==> src/hw/rtl/confidence_gated_motion_supervisor_core_assert.svh <==
// Assertion macros shared by the supervisor RTL.
`ifndef CONFIDENCE_GATED_MOTION_SUPERVISOR_CORE_ASSERT_SVH
`define CONFIDENCE_GATED_MOTION_SUPERVISOR_CORE_ASSERT_SVH

// Clocked property, masked while reset is asserted.
`define CGMS_ASSERT(label, prop) \
  label: assert property (@(posedge clk_i) disable iff (!rst_ni) (prop)) \
    else $error("cgms assertion failed");

// Condition that must never hold.
`define CGMS_ASSERT_NEVER(label, cond) \
  `CGMS_ASSERT(label, !(cond))

`endif

==> src/hw/rtl/cgms_pkg.sv <==
// Types and constants of the confidence gated motion supervisor.
package cgms_pkg;

  localparam int unsigned PERMILLE   = 1000;
  localparam int unsigned PCT_W      = 10;
  localparam int unsigned STREAK_W   = 8;
  localparam int unsigned CMD_W      = 32;
  localparam int unsigned LIMIT_W    = 31;
  localparam int unsigned PRODUCT_W  = CMD_W + PCT_W;
  localparam int unsigned DIV_STEPS  = PRODUCT_W;
  localparam int unsigned CNT_W      = $clog2(DIV_STEPS);
  localparam int unsigned CFG_IDX_W  = 3;
  localparam int unsigned CFG_DATA_W = 31;

  typedef enum logic [1:0] {
    MODE_HALT     = 2'd0,
    MODE_DEGRADED = 2'd1,
    MODE_NOMINAL  = 2'd2
  } mode_e;

  typedef enum logic [CFG_IDX_W-1:0] {
    CFG_HIGH_THR   = 3'd0,
    CFG_LOW_THR    = 3'd1,
    CFG_PERSIST    = 3'd2,
    CFG_TQ_SCALE   = 3'd3,
    CFG_VL_SCALE   = 3'd4,
    CFG_TQ_LIMIT   = 3'd5,
    CFG_VL_LIMIT   = 3'd6
  } cfg_idx_e;

  typedef struct packed {
    logic [CMD_W-1:0] cmd;
    logic             veto;
  } cmd_t;

  // Clamp a magnitude to the limit, then restore the sign.
  function automatic cmd_t shape_cmd(input logic neg, input logic [CMD_W-1:0] mag,
                                     input logic [LIMIT_W-1:0] limit);
    cmd_t             res;
    logic [CMD_W-1:0] lim_ext;
    logic [CMD_W-1:0] clamped;
    lim_ext  = CMD_W'(limit);
    res.veto = mag > lim_ext;
    clamped  = res.veto ? lim_ext : mag;
    res.cmd  = neg ? (~clamped + CMD_W'(1)) : clamped;
    return res;
  endfunction

endpackage

==> src/hw/rtl/cgms_mul_div.sv <==
// Product of two operands divided by 1000, bit-serial restoring divider.
`include "confidence_gated_motion_supervisor_core_assert.svh"

module cgms_mul_div (
  input  logic                         clk_i,
  input  logic                         rst_ni,
  input  logic                         start_i,
  input  logic [cgms_pkg::CMD_W-1:0]   multiplicand_i,
  input  logic [cgms_pkg::PCT_W-1:0]   factor_i,
  output logic                         done_o,
  output logic [cgms_pkg::CMD_W-1:0]   quotient_o
);
  import cgms_pkg::*;

  logic                 busy_q, busy_d;
  logic                 done_q, done_d;
  logic [CNT_W-1:0]     cnt_q, cnt_d;
  logic [PCT_W-1:0]     rem_q, rem_d;
  logic [PRODUCT_W-1:0] pq_q, pq_d;
  logic [PCT_W:0]       trial;
  logic                 ge;

  assign trial = {rem_q, pq_q[PRODUCT_W-1]};
  assign ge    = trial >= (PCT_W+1)'(PERMILLE);

  always_comb begin
    busy_d = busy_q;
    done_d = 1'b0;
    cnt_d  = cnt_q;
    rem_d  = rem_q;
    pq_d   = pq_q;
    if (start_i) begin
      busy_d = 1'b1;
      cnt_d  = '0;
      rem_d  = '0;
      pq_d   = PRODUCT_W'(multiplicand_i) * PRODUCT_W'(factor_i);
    end else if (busy_q) begin
      rem_d = ge ? PCT_W'(trial - (PCT_W+1)'(PERMILLE)) : trial[PCT_W-1:0];
      pq_d  = {pq_q[PRODUCT_W-2:0], ge};
      cnt_d = cnt_q + CNT_W'(1);
      if (cnt_q == CNT_W'(DIV_STEPS - 1)) begin
        busy_d = 1'b0;
        done_d = 1'b1;
      end
    end
  end

  always_ff @(posedge clk_i or negedge rst_ni) begin
    if (!rst_ni) begin
      busy_q <= 1'b0;
      done_q <= 1'b0;
      cnt_q  <= '0;
    end else begin
      busy_q <= busy_d;
      done_q <= done_d;
      cnt_q  <= cnt_d;
    end
  end

  always_ff @(posedge clk_i) begin
    rem_q <= rem_d;
    pq_q  <= pq_d;
  end

  assign done_o     = done_q;
  assign quotient_o = pq_q[CMD_W-1:0];

  `CGMS_ASSERT(a_quot_fits, done_q |-> (pq_q[PRODUCT_W-1:CMD_W] == '0))
  `CGMS_ASSERT(a_rem_range, busy_q |-> (rem_q < PCT_W'(PERMILLE)))
  `CGMS_ASSERT_NEVER(a_start_busy, start_i && busy_q)

endmodule

==> src/hw/rtl/confidence_gated_motion_supervisor_core.sv <==
// Top level of the confidence gated motion supervisor.
// One transaction in, one result out. A window goes through ST_LOAD, ST_RUN and ST_FIN;
// its result is registered as it leaves ST_FIN, once the result register is free or
// taken, and the input side becomes ready at that same edge, so a new window is accepted
// only after the last is through. The time is set by the 42-step bit-serial divide by
// 1000 run for effective confidence, scaled torque and scaled velocity side by side.
// The result register lets the next window be accepted while the previous result waits.
// Configuration writes are taken every cycle and must only occur while idle.
`include "confidence_gated_motion_supervisor_core_assert.svh"

module confidence_gated_motion_supervisor_core (
  input  logic                                clk_i,
  input  logic                                rst_ni,
  input  logic                                cfg_valid_i,
  output logic                                cfg_ready_o,
  input  logic [cgms_pkg::CFG_IDX_W-1:0]      cfg_index_i,
  input  logic [cgms_pkg::CFG_DATA_W-1:0]     cfg_data_i,
  input  logic                                in_valid_i,
  output logic                                in_ready_o,
  input  logic                                sample_valid_i,
  input  logic                                intent_valid_i,
  input  logic [cgms_pkg::PCT_W-1:0]          confidence_i,
  input  logic [cgms_pkg::PCT_W-1:0]          reliability_i,
  input  logic signed [cgms_pkg::CMD_W-1:0]   torque_request_i,
  input  logic signed [cgms_pkg::CMD_W-1:0]   velocity_request_i,
  output logic                                out_valid_o,
  input  logic                                out_ready_i,
  output logic [1:0]                          mode_o,
  output logic signed [cgms_pkg::CMD_W-1:0]   torque_command_o,
  output logic signed [cgms_pkg::CMD_W-1:0]   velocity_command_o,
  output logic [cgms_pkg::PCT_W-1:0]          effective_confidence_o,
  output logic                                veto_o
);
  import cgms_pkg::*;

  typedef enum logic [3:0] {
    ST_IDLE = 4'b0001,
    ST_LOAD = 4'b0010,
    ST_RUN  = 4'b0100,
    ST_FIN  = 4'b1000
  } state_e;

  state_e state_q, state_d;

  logic [PCT_W-1:0]    high_thr_q, low_thr_q, tq_scale_q, vl_scale_q;
  logic [STREAK_W-1:0] persist_q;
  logic [LIMIT_W-1:0]  tq_limit_q, vl_limit_q;
  logic [STREAK_W-1:0] streak_q, streak_d;

  logic                ok_q;
  logic [PCT_W-1:0]    conf_q, rel_q;
  logic                tq_neg_q, vl_neg_q;
  logic [CMD_W-1:0]    tq_mag_q, vl_mag_q;
  logic [CMD_W-1:0]    tq_raw, vl_raw;

  logic                out_valid_q;
  mode_e               mode_q, mode_d;
  logic [CMD_W-1:0]    tq_cmd_q, tq_cmd_d, vl_cmd_q, vl_cmd_d;
  logic [PCT_W-1:0]    eff_q, eff_d;
  logic                veto_q, veto_d;

  logic                in_fire, fin_fire, start;
  logic                eff_done, tq_done, vl_done;
  logic [CMD_W-1:0]    eff_quot, tq_quot, vl_quot;
  logic [PCT_W-1:0]    eff;
  logic [STREAK_W-1:0] streak_inc;
  logic                degraded;
  cmd_t                tq_shape, vl_shape;

  assign cfg_ready_o = 1'b1;
  assign in_ready_o  = (state_q == ST_IDLE);
  assign in_fire     = in_valid_i && in_ready_o;
  assign fin_fire    = (state_q == ST_FIN) && (!out_valid_q || out_ready_i);
  assign start       = (state_q == ST_LOAD);

  always_ff @(posedge clk_i or negedge rst_ni) begin
    if (!rst_ni) begin
      high_thr_q <= PCT_W'(750);
      low_thr_q  <= PCT_W'(450);
      persist_q  <= STREAK_W'(3);
      tq_scale_q <= PCT_W'(400);
      vl_scale_q <= PCT_W'(500);
      tq_limit_q <= LIMIT_W'(40000);
      vl_limit_q <= LIMIT_W'(6000000);
    end else if (cfg_valid_i) begin
      case (cfg_index_i)
        CFG_HIGH_THR: high_thr_q <= cfg_data_i[PCT_W-1:0];
        CFG_LOW_THR:  low_thr_q  <= cfg_data_i[PCT_W-1:0];
        CFG_PERSIST:  persist_q  <= cfg_data_i[STREAK_W-1:0];
        CFG_TQ_SCALE: tq_scale_q <= cfg_data_i[PCT_W-1:0];
        CFG_VL_SCALE: vl_scale_q <= cfg_data_i[PCT_W-1:0];
        CFG_TQ_LIMIT: tq_limit_q <= cfg_data_i[LIMIT_W-1:0];
        CFG_VL_LIMIT: vl_limit_q <= cfg_data_i[LIMIT_W-1:0];
        default: ;
      endcase
    end
  end

  assign tq_raw = torque_request_i;
  assign vl_raw = velocity_request_i;

  always_ff @(posedge clk_i) begin
    if (in_fire) begin
      ok_q     <= sample_valid_i && intent_valid_i &&
                  (confidence_i <= PCT_W'(PERMILLE)) && (reliability_i <= PCT_W'(PERMILLE));
      conf_q   <= confidence_i;
      rel_q    <= reliability_i;
      tq_neg_q <= tq_raw[CMD_W-1];
      vl_neg_q <= vl_raw[CMD_W-1];
      tq_mag_q <= tq_raw[CMD_W-1] ? (~tq_raw + CMD_W'(1)) : tq_raw;
      vl_mag_q <= vl_raw[CMD_W-1] ? (~vl_raw + CMD_W'(1)) : vl_raw;
    end
  end

  cgms_mul_div u_eff_div (
    .clk_i          (clk_i),
    .rst_ni         (rst_ni),
    .start_i        (start),
    .multiplicand_i (CMD_W'(conf_q)),
    .factor_i       (rel_q),
    .done_o         (eff_done),
    .quotient_o     (eff_quot)
  );

  cgms_mul_div u_tq_div (
    .clk_i          (clk_i),
    .rst_ni         (rst_ni),
    .start_i        (start),
    .multiplicand_i (tq_mag_q),
    .factor_i       (tq_scale_q),
    .done_o         (tq_done),
    .quotient_o     (tq_quot)
  );

  cgms_mul_div u_vl_div (
    .clk_i          (clk_i),
    .rst_ni         (rst_ni),
    .start_i        (start),
    .multiplicand_i (vl_mag_q),
    .factor_i       (vl_scale_q),
    .done_o         (vl_done),
    .quotient_o     (vl_quot)
  );

  always_comb begin
    state_d = state_q;
    case (state_q)
      ST_IDLE: if (in_fire) state_d = ST_LOAD;
      ST_LOAD: state_d = ST_RUN;
      ST_RUN:  if (eff_done) state_d = ST_FIN;
      ST_FIN:  if (fin_fire) state_d = ST_IDLE;
      default: state_d = ST_IDLE;
    endcase
  end

  assign eff        = eff_quot[PCT_W-1:0];
  assign streak_inc = (streak_q == '1) ? streak_q : streak_q + STREAK_W'(1);

  always_comb begin
    streak_d = '0;
    eff_d    = eff;
    if (!ok_q) begin
      mode_d = MODE_HALT;
      eff_d  = '0;
    end else if (eff < low_thr_q) begin
      streak_d = streak_inc;
      mode_d   = (streak_inc >= persist_q) ? MODE_HALT : MODE_DEGRADED;
    end else begin
      mode_d = (eff >= high_thr_q) ? MODE_NOMINAL : MODE_DEGRADED;
    end
  end

  assign degraded = (mode_d == MODE_DEGRADED);
  assign tq_shape = shape_cmd(tq_neg_q, degraded ? tq_quot : tq_mag_q, tq_limit_q);
  assign vl_shape = shape_cmd(vl_neg_q, degraded ? vl_quot : vl_mag_q, vl_limit_q);

  always_comb begin
    if (mode_d == MODE_HALT) begin
      tq_cmd_d = '0;
      vl_cmd_d = '0;
      veto_d   = 1'b0;
    end else begin
      tq_cmd_d = tq_shape.cmd;
      vl_cmd_d = vl_shape.cmd;
      veto_d   = tq_shape.veto || vl_shape.veto;
    end
  end

  always_ff @(posedge clk_i or negedge rst_ni) begin
    if (!rst_ni) begin
      state_q     <= ST_IDLE;
      streak_q    <= '0;
      out_valid_q <= 1'b0;
    end else begin
      state_q <= state_d;
      if (fin_fire) begin
        streak_q    <= streak_d;
        out_valid_q <= 1'b1;
      end else if (out_ready_i) begin
        out_valid_q <= 1'b0;
      end
    end
  end

  always_ff @(posedge clk_i) begin
    if (fin_fire) begin
      mode_q   <= mode_d;
      tq_cmd_q <= tq_cmd_d;
      vl_cmd_q <= vl_cmd_d;
      eff_q    <= eff_d;
      veto_q   <= veto_d;
    end
  end

  assign out_valid_o            = out_valid_q;
  assign mode_o                 = mode_q;
  assign torque_command_o       = tq_cmd_q;
  assign velocity_command_o     = vl_cmd_q;
  assign effective_confidence_o = eff_q;
  assign veto_o                 = veto_q;

  `CGMS_ASSERT(a_div_lockstep, eff_done |-> (tq_done && vl_done && state_q == ST_RUN))
  `CGMS_ASSERT(a_halt_zero, (out_valid_q && mode_q == MODE_HALT) |->
                            (tq_cmd_q == '0 && vl_cmd_q == '0 && !veto_q))
  `CGMS_ASSERT(a_fin_after_done, (state_q == ST_FIN) |-> $past(eff_done) || $past(state_q == ST_FIN))
  `CGMS_ASSERT(a_eff_range, out_valid_q |-> (eff_q <= PCT_W'(PERMILLE)))

endmodule
==> config.mk <==
export PLATFORM = sky130hd
export DESIGN_NAME = confidence_gated_motion_supervisor_core
export DESIGN_NICKNAME = d
export VERILOG_FILES = /design/src/hw/rtl/cgms_pkg.sv /design/src/hw/rtl/cgms_mul_div.sv /design/src/hw/rtl/confidence_gated_motion_supervisor_core.sv
export VERILOG_INCLUDE_DIRS = /design/src /design/src/hw/rtl
export SDC_FILE = /design/constraint.sdc
export NUM_CORES = 2
export LEC_CHECK = 0
export BUFFER_PORTS_ARGS = -buffer_cell sky130_fd_sc_hd__clkbuf_2
export CAP_MARGIN = 40
export CORE_MARGIN = 10
export CORE_UTILIZATION = 53
export CTS_CLUSTER_SIZE = 10
export DETAILED_ROUTE_END_ITERATION = 10
export MAX_ROUTING_LAYER = met4
export PLACE_DENSITY = 0.71
export SETUP_SLACK_MARGIN = 0.4
export SYNTH_ARGS = -nofsm -noshare
export SYNTH_HDL_FRONTEND = slang
export SYNTH_SLANG_ARGS = --single-unit
==> constraint.sdc <==
create_clock -name clk_i -period 19.45 [get_ports clk_i]
set_input_delay 2.9175 -clock clk_i [delete_from_list [all_inputs] [get_ports clk_i]]
set_output_delay 2.9175 -clock clk_i [all_outputs]
set_load 0.02 [all_outputs]
# Yosys cells after proc, flatten, opt, wreduce, memory -nomap -nowiden
# Cells that the tools add are included.
# totals
register_bits	465
wordCells	153
in_bits	125
out_inout_bits	80
# classes
eq_ne	18
magnitude_cmp	10
n_reduce_logical	22
n_mux	48
n_bitwise	4
mul	3
add_sub_neg	11
# ops
op	count
42-bit 2-to-1 mux	6
32-bit 2-to-1 mux	6
32-bit by 1-bit adder with 32-bit output, second input constant	4
32-bit NOT	4
32-bit by 10-bit multiplier with 42-bit output	2
32-bit by 31-bit > comparator with 1-bit output	2
31-bit 2-to-1 mux	2
6-bit 2-to-1 mux	6
11-bit by 10-bit >= comparator with 1-bit output, second input constant	3
10-bit 2-to-1 mux	3
10-bit subtractor, second input constant	3
8-bit 2-to-1 mux	3
10-bit less-or-equal comparator, second input constant	2
10-bit by 10-bit multiplier with 20-bit output	1
6-bit by 1-bit adder with 6-bit output, second input constant	3
6-bit == test, second input constant	3
4-bit case mux with 4 select lines	1
1-bit 2-to-1 mux	15
2-bit AND reduction	7
4-bit 2-to-1 mux	3
10-bit >= comparator	1
10-bit < comparator	1
3-bit == test, second input constant	3
8-bit by 1-bit adder with 8-bit output, second input constant	1
other kinds (19)	31

# Logic depth before layout (Yosys ltp)
# depth
word_depth	13
depth_mapped	40
ltp_nobuf	34

# Cells and area by module
# Synthesis repeated with hierarchy kept, for this count alone.
# unflattened
cells_unflattened	6080
area_unflattened_um2	57262.4
# by_module_without_submodules
module	area_each_um2	instances	seq_area_each_um2	cells_each
confidence_gated_motion_supervisor_core	18118.6	1	8050.2	1813
cgms_mul_div (u_vl_div)	13100.1	1	1661.6	1424
cgms_mul_div (u_eff_div)	13072.5	1	1661.6	1424
cgms_mul_div (u_tq_div)	12971.2	1	1661.6	1419

# Worst setup path before layout
# No wires, ideal clock.
# synth_path
kind	register to register
startpoint	reg streak_q[0]
endpoint	reg vl_cmd_q[28] (netlist: velocity_command_o[28]), data pin
arrival_time_ps	7970
n_path_buf	7
setup_time_ps	266
slack_ps	11214
period_less_slack_ps	8236
required_ps	19184
path_stages_with_launch	40
path_cell_list	dfrtp_1 -> ha_1 -> nand2_1 -> nor2_1 -> a31oi_1 -> nand3_1 -> xnor2_1 -> ha_1 -> a22oi_1 -> nand3_1 -> a41oi_1 -> a2111o_1 -> o211a_1 -> buf_6 -> buf_2 -> buf_2 -> buf_2 -> buf_1 -> [... 4 more ...] -> a211o_1 -> nor3_1 -> o21ai_0 -> a221oi_2 -> nand2_1 -> clkbuf_1 -> clkbuf_1 -> o21ai_0 -> ha_1 -> inv_1 -> nor2_1 -> nand4_1 -> mux2i_1 -> nand3_1 -> a222oi_1 -> a31oi_1 -> xor2_1 -> nor2_1
# synth_between
elab_chain_cells	13
word_cells_on_any_way	15
cone_classes	2 x add/sub; 2 x order compare; 2 x eq/ne; 7 x mux; 1 x bitwise; 1 x reduce/logical
# synth_lines
item	line_no	rtl
from (decl)	confidence_gated_motion_supervisor_core.sv:48	logic [STREAK_W-1:0] streak_q, streak_d;
from (signal assigned)	confidence_gated_motion_supervisor_core.sv:197	streak_q <= streak_d;
8-bit by 1-bit adder with 8-bit output / 8-bit == test (equally long branches)	confidence_gated_motion_supervisor_core.sv:157	assign streak_inc = (streak_q == '1) ? streak_q : streak_q + STREAK_W'(1);
8-bit 2-to-1 mux (*)	confidence_gated_motion_supervisor_core.sv:157	
8-bit >= comparator (*)	confidence_gated_motion_supervisor_core.sv:167	mode_d = (streak_inc >= persist_q) ? MODE_HALT : MODE_DEGRADED;
1-bit 2-to-1 mux (*)	confidence_gated_motion_supervisor_core.sv:167	
2-bit 2-to-1 mux (*)	confidence_gated_motion_supervisor_core.sv:165	end else if (eff < low_thr_q) begin
2-bit 2-to-1 mux (*)	confidence_gated_motion_supervisor_core.sv:162	if (!ok_q) begin
2-bit by 1-bit == test with 1-bit output	confidence_gated_motion_supervisor_core.sv:173	assign degraded = (mode_d == MODE_DEGRADED);
32-bit 2-to-1 mux	confidence_gated_motion_supervisor_core.sv:175	assign vl_shape = shape_cmd(vl_neg_q, degraded ? vl_quot : vl_mag_q, vl_limit_q);
32-bit by 31-bit > comparator with 1-bit output	cgms_pkg.sv:43	res.veto = mag > lim_ext;
32-bit 2-to-1 mux	cgms_pkg.sv:44	clamped = res.veto ? lim_ext : mag;
32-bit NOT	cgms_pkg.sv:45	res.cmd = neg ? (~clamped + CMD_W'(1)) : clamped;
32-bit by 1-bit adder with 32-bit output	cgms_pkg.sv:45	
32-bit 2-to-1 mux	cgms_pkg.sv:45	
to (signal assigned)	confidence_gated_motion_supervisor_core.sv:209	vl_cmd_q <= vl_cmd_d;
to (decl)	confidence_gated_motion_supervisor_core.sv:58	logic [CMD_W-1:0] tq_cmd_q, tq_cmd_d, vl_cmd_q, vl_cmd_d;
# Every way passes the cells marked *; elsewhere a longest branch is shown, timed or not.
# A chain may end at the register's enable or synchronous reset.

# Worst setup path in the final report
# layout_path
startpoint	reg streak_q[0]
endpoint	reg vl_cmd_q[24] (netlist: velocity_command_o[24]), data pin
# Same word-level chain as after synthesis.

==> results.md <==
- Main combinational cell family by area after synthesis: adder cells
- Yosys warns: 0
- Drt first pass iters: 9
- Status: finished clean
- Clock buffer depth: 3
- Clock Latency Late Sink: 680 ps
- Fin crit share: a little under half
- I/O pins: slightly above 200
- Tmin final: 8910 ps
- Max Cap Viol: 0
- Worst Hold End: u_vl_div.rem_q[9]$_SDFFE_PP0P_
- Post-synthesis sequential area ratio: a little over a quarter
- Final Skew: around 47 ps
- CTS tree: yes
- Relative max-transition margin: roughly a third
- Min-delay worst type: reg -> reg
- Mux share of post-synthesis cell area: roughly 4.8%
- Syn Area/Cell: 9.53 sq um
- Synth Area in Compound Gates: roughly a tenth
- Ys async rst share: between 30% and 40%
- Port Buffers: roughly 200
- Total die area: between 100,000 and 150,000 sq um
- Global-route wire length before repair: between 200,000 and 250,000 um
- Antenna violations before repair: 12
- Die Span Y: 319 um
- Setup TNS: 0 ps
- Hold Path Depth: 2
- # hold bufs at CTS: 0
- Most common cell after layout, fill and taps aside: nand2_1
- R2r endpoint: velocity_command_o[24]$_SDFFCE_PN0P_
- Least-Margin Pin Slew: slightly above 1000 ps
- Area Growth Syn to Fin: 8.03%
- Worst Hold Launch: u_vl_div.rem_q[9]$_SDFFE_PP0P_
- Routed vias: about 36,000
- Seq cells post-synth: 465
- CP Data Required Time: a little under 20,000 ps
- Vias per cell: slightly below 6
- Post-detail-place hpwl: slightly below 100,000 um
- CTS buffer count: 56
- Detail Route Antenna Nets: 0
- Fraction of layout cells with a size suffix above 1: 10.9%
- Post-Synth Simple-Gate Area: ~16%
- Overall routing resource usage: approximately a quarter
- Reg clk slew, reported paths: 60 ps
- Core area: just under 90,000 sq um
- Most frequent CP cell: ha_1
- Initial core utilization: ~54%
- Initial DRC count: about 2,800
- Syn Inst Count: approximately 5,000
- Post-cts gate resize count: 0
- Crit path max fanout: between 60 and 70
- Kind of critical path: reg -> reg
- H-tree level count: 2
- Final setup viols: 0
- Top_reg_cell synth: edfxtp_1
- Num rows: 109
- Reg2reg setup slack: between 10,000 and 15,000 ps
- FILL cells: 7,728
- DRC Markers: 0
- GRT overflow: 0
- Post-Route WL: between 100,000 and 150,000 um
- R2R cell count: 32
- CP endpoint kind: flip-flop
- Commonest cells after routing, fill and taps aside: nand2_1, inv_1, fa_1
- Final Hold Slack: around 460 ps
- Mapped Area: 47,500 sq um
- WL/cell: approximately 20 um
- Pin count of the biggest net entering global routing: slightly below 80
- Worst r2r src: streak_q[0]$_DFFE_PN0P_
- Root buf cell: clkbuf_16
- Number of clock sinks: between 400 and 500
- CP max-delay cell: a221oi_2
- Placed cells: between 6,000 and 7,000
- Synth Area in XOR/XNOR: approximately 4.0%
- Syn nets: between 5,000 and 6,000
- Routability congestion estimate: approximately 0.94
- Die Wd: 319 um
- RSZ-0062 raised after global routing: no
- Final net count: ~6,000
- Layout Cells excl Fill: approximately 6,300
- Post-CTS Setup Bufs: 0
- Post-synth EDFFs: 290
- Final slew viol count: 0
- F_max: 112 MHz
- Slowest Stage Delay on Critical Path: around 870 ps
- Distinct cell type count after synthesis: around 80
- CP Data Arrival Time: between 9000 and 10,000 ps
- CP startpoint kind: flip-flop
- Final-report hold violation count: 0
- Vias in the first global route: approximately 37,000
- Adder-cell share of the synthesized area: ~31%
registers in the layout (all words and copies together), names as in the netlist, 10 cells and up:
| name | cells |
|---|---|
| effective_confidence_o | 10 |
| vl_scale_q | 10 |
| tq_scale_q | 10 |
| vl_mag_q | 32 |
| u_eff_div.pq_q | 42 |
| torque_command_o | 32 |
| vl_limit_q | 31 |
| tq_mag_q | 32 |
| u_tq_div.rem_q | 10 |
| u_tq_div.pq_q | 42 |
| u_eff_div.rem_q | 10 |
| velocity_command_o | 32 |
| u_vl_div.rem_q | 10 |
| low_thr_q | 10 |
| conf_q | 10 |
| high_thr_q | 10 |
| u_vl_div.pq_q | 42 |
| rel_q | 10 |
| tq_limit_q | 31 |
final cells by class:
| type | count | area [sq um] | area share [%] |
|---|---|---|---|
| Antenna cell | 2 | 5.00 | 0.00975 |
| Clock buffer | 96 | 1630 | 3.18 |
| Clock inverter | 10 | 106 | 0.207 |
| Inverter | 603 | 2260 | 4.41 |
| Multi-Input combinational cell | 3667 | 31400 | 61.1 |
| Sequential cell | 465 | 13000 | 25.3 |
| Tap cell | 1165 | 1460 | 2.84 |
| Timing Repair Buffer | 256 | 1530 | 2.99 |
logic make-up (layout without fill, tap and decap cells):
family / count (synthesis) / count (layout)
multiplexers: 208 / 208
AND/OR/NAND/NOR: 1651 / 1651
flip-flops: 465 / 465
AO/OA/AOI/OAI: 739 / 739
other: 1 / 3
adder cells (fa/ha/maj): 850 / 850
buffers and inverters: 854 / 965
XOR/XNOR: 218 / 218
worst max path at each step:
| stage | from | endpoint | slack [ps] | depth (start not counted) |
|---|---|---|---|---|
| 3_3_place_gp | streak_q[0]$_DFFE_PN0P_ | velocity_command_o[24]$_SDFFCE_PN0P_ | 10640 | 32 |
| 3_5_place_dp | streak_q[0]$_DFFE_PN0P_ | velocity_command_o[24]$_SDFFCE_PN0P_ | 10810 | 32 |
| 4_1_cts | streak_q[0]$_DFFE_PN0P_ | velocity_command_o[24]$_SDFFCE_PN0P_ | 10790 | 32 |
| 6_report | streak_q[0]$_DFFE_PN0P_ | velocity_command_o[24]$_SDFFCE_PN0P_ | 10540 | 32 |
| 2_1_floorplan | streak_q[0]$_DFFE_PN0P_ | velocity_command_o[28]$_SDFFCE_PN0P_ | 11210 | 39 |
| 5_1_grt | streak_q[0]$_DFFE_PN0P_ | velocity_command_o[24]$_SDFFCE_PN0P_ | 9750 | 33 |
layer usage:
metal	vias up	part of all wire, %	GRT usage [%]
li1	16600	-	-
met1	18100	44	35.3
met2	1315	44	38.5
met3	193	9.0	5.63
met4	0	2.3	6.33
met5	-	0	-
cell usage after synthesis, drive strengths merged (147+ instances only):
cell type / instances / area share [%]
a21oi: 157 / 1.7
nand2: 736 / 5.8
mux2: 155 / 3.7
ha: 312 / 8.2
inv: 603 / 4.8
nor2: 239 / 1.9
and2: 322 / 4.2
o21ai: 267 / 2.8
clkbuf: 221 / 1.7
fa: 538 / 23
edfxtp: 290 / 18
xnor2: 147 / 2.7
critical path: cells and delay by family (launching register included):
kind / cells / cell delay, ps
AOI/OAI and AO/OA: 11 / 3900
xor gates and xnor gates: 1 / 220
adders and majority gates: 4 / 1070
muxes: 3 / 850
and+or+nand+nor: 11 / 1750
DFF: 1 / 420
buffers and inverters: 2 / 310
per-stage QoR:
stage                     area (sq um)  setup slack [ps]  util (%)
after global placement           49400             10640      55.7
after detailed placement         49600             10810      55.9
after CTS                        51300             10790      57.9
after global routing             51300              9750      57.9
final                            51300             10540      57.9
after floorplan                  47500             11210         -
Power is not shown: default switching activity piles up to over one toggle a cycle in this logic, so the estimate is an artifact.
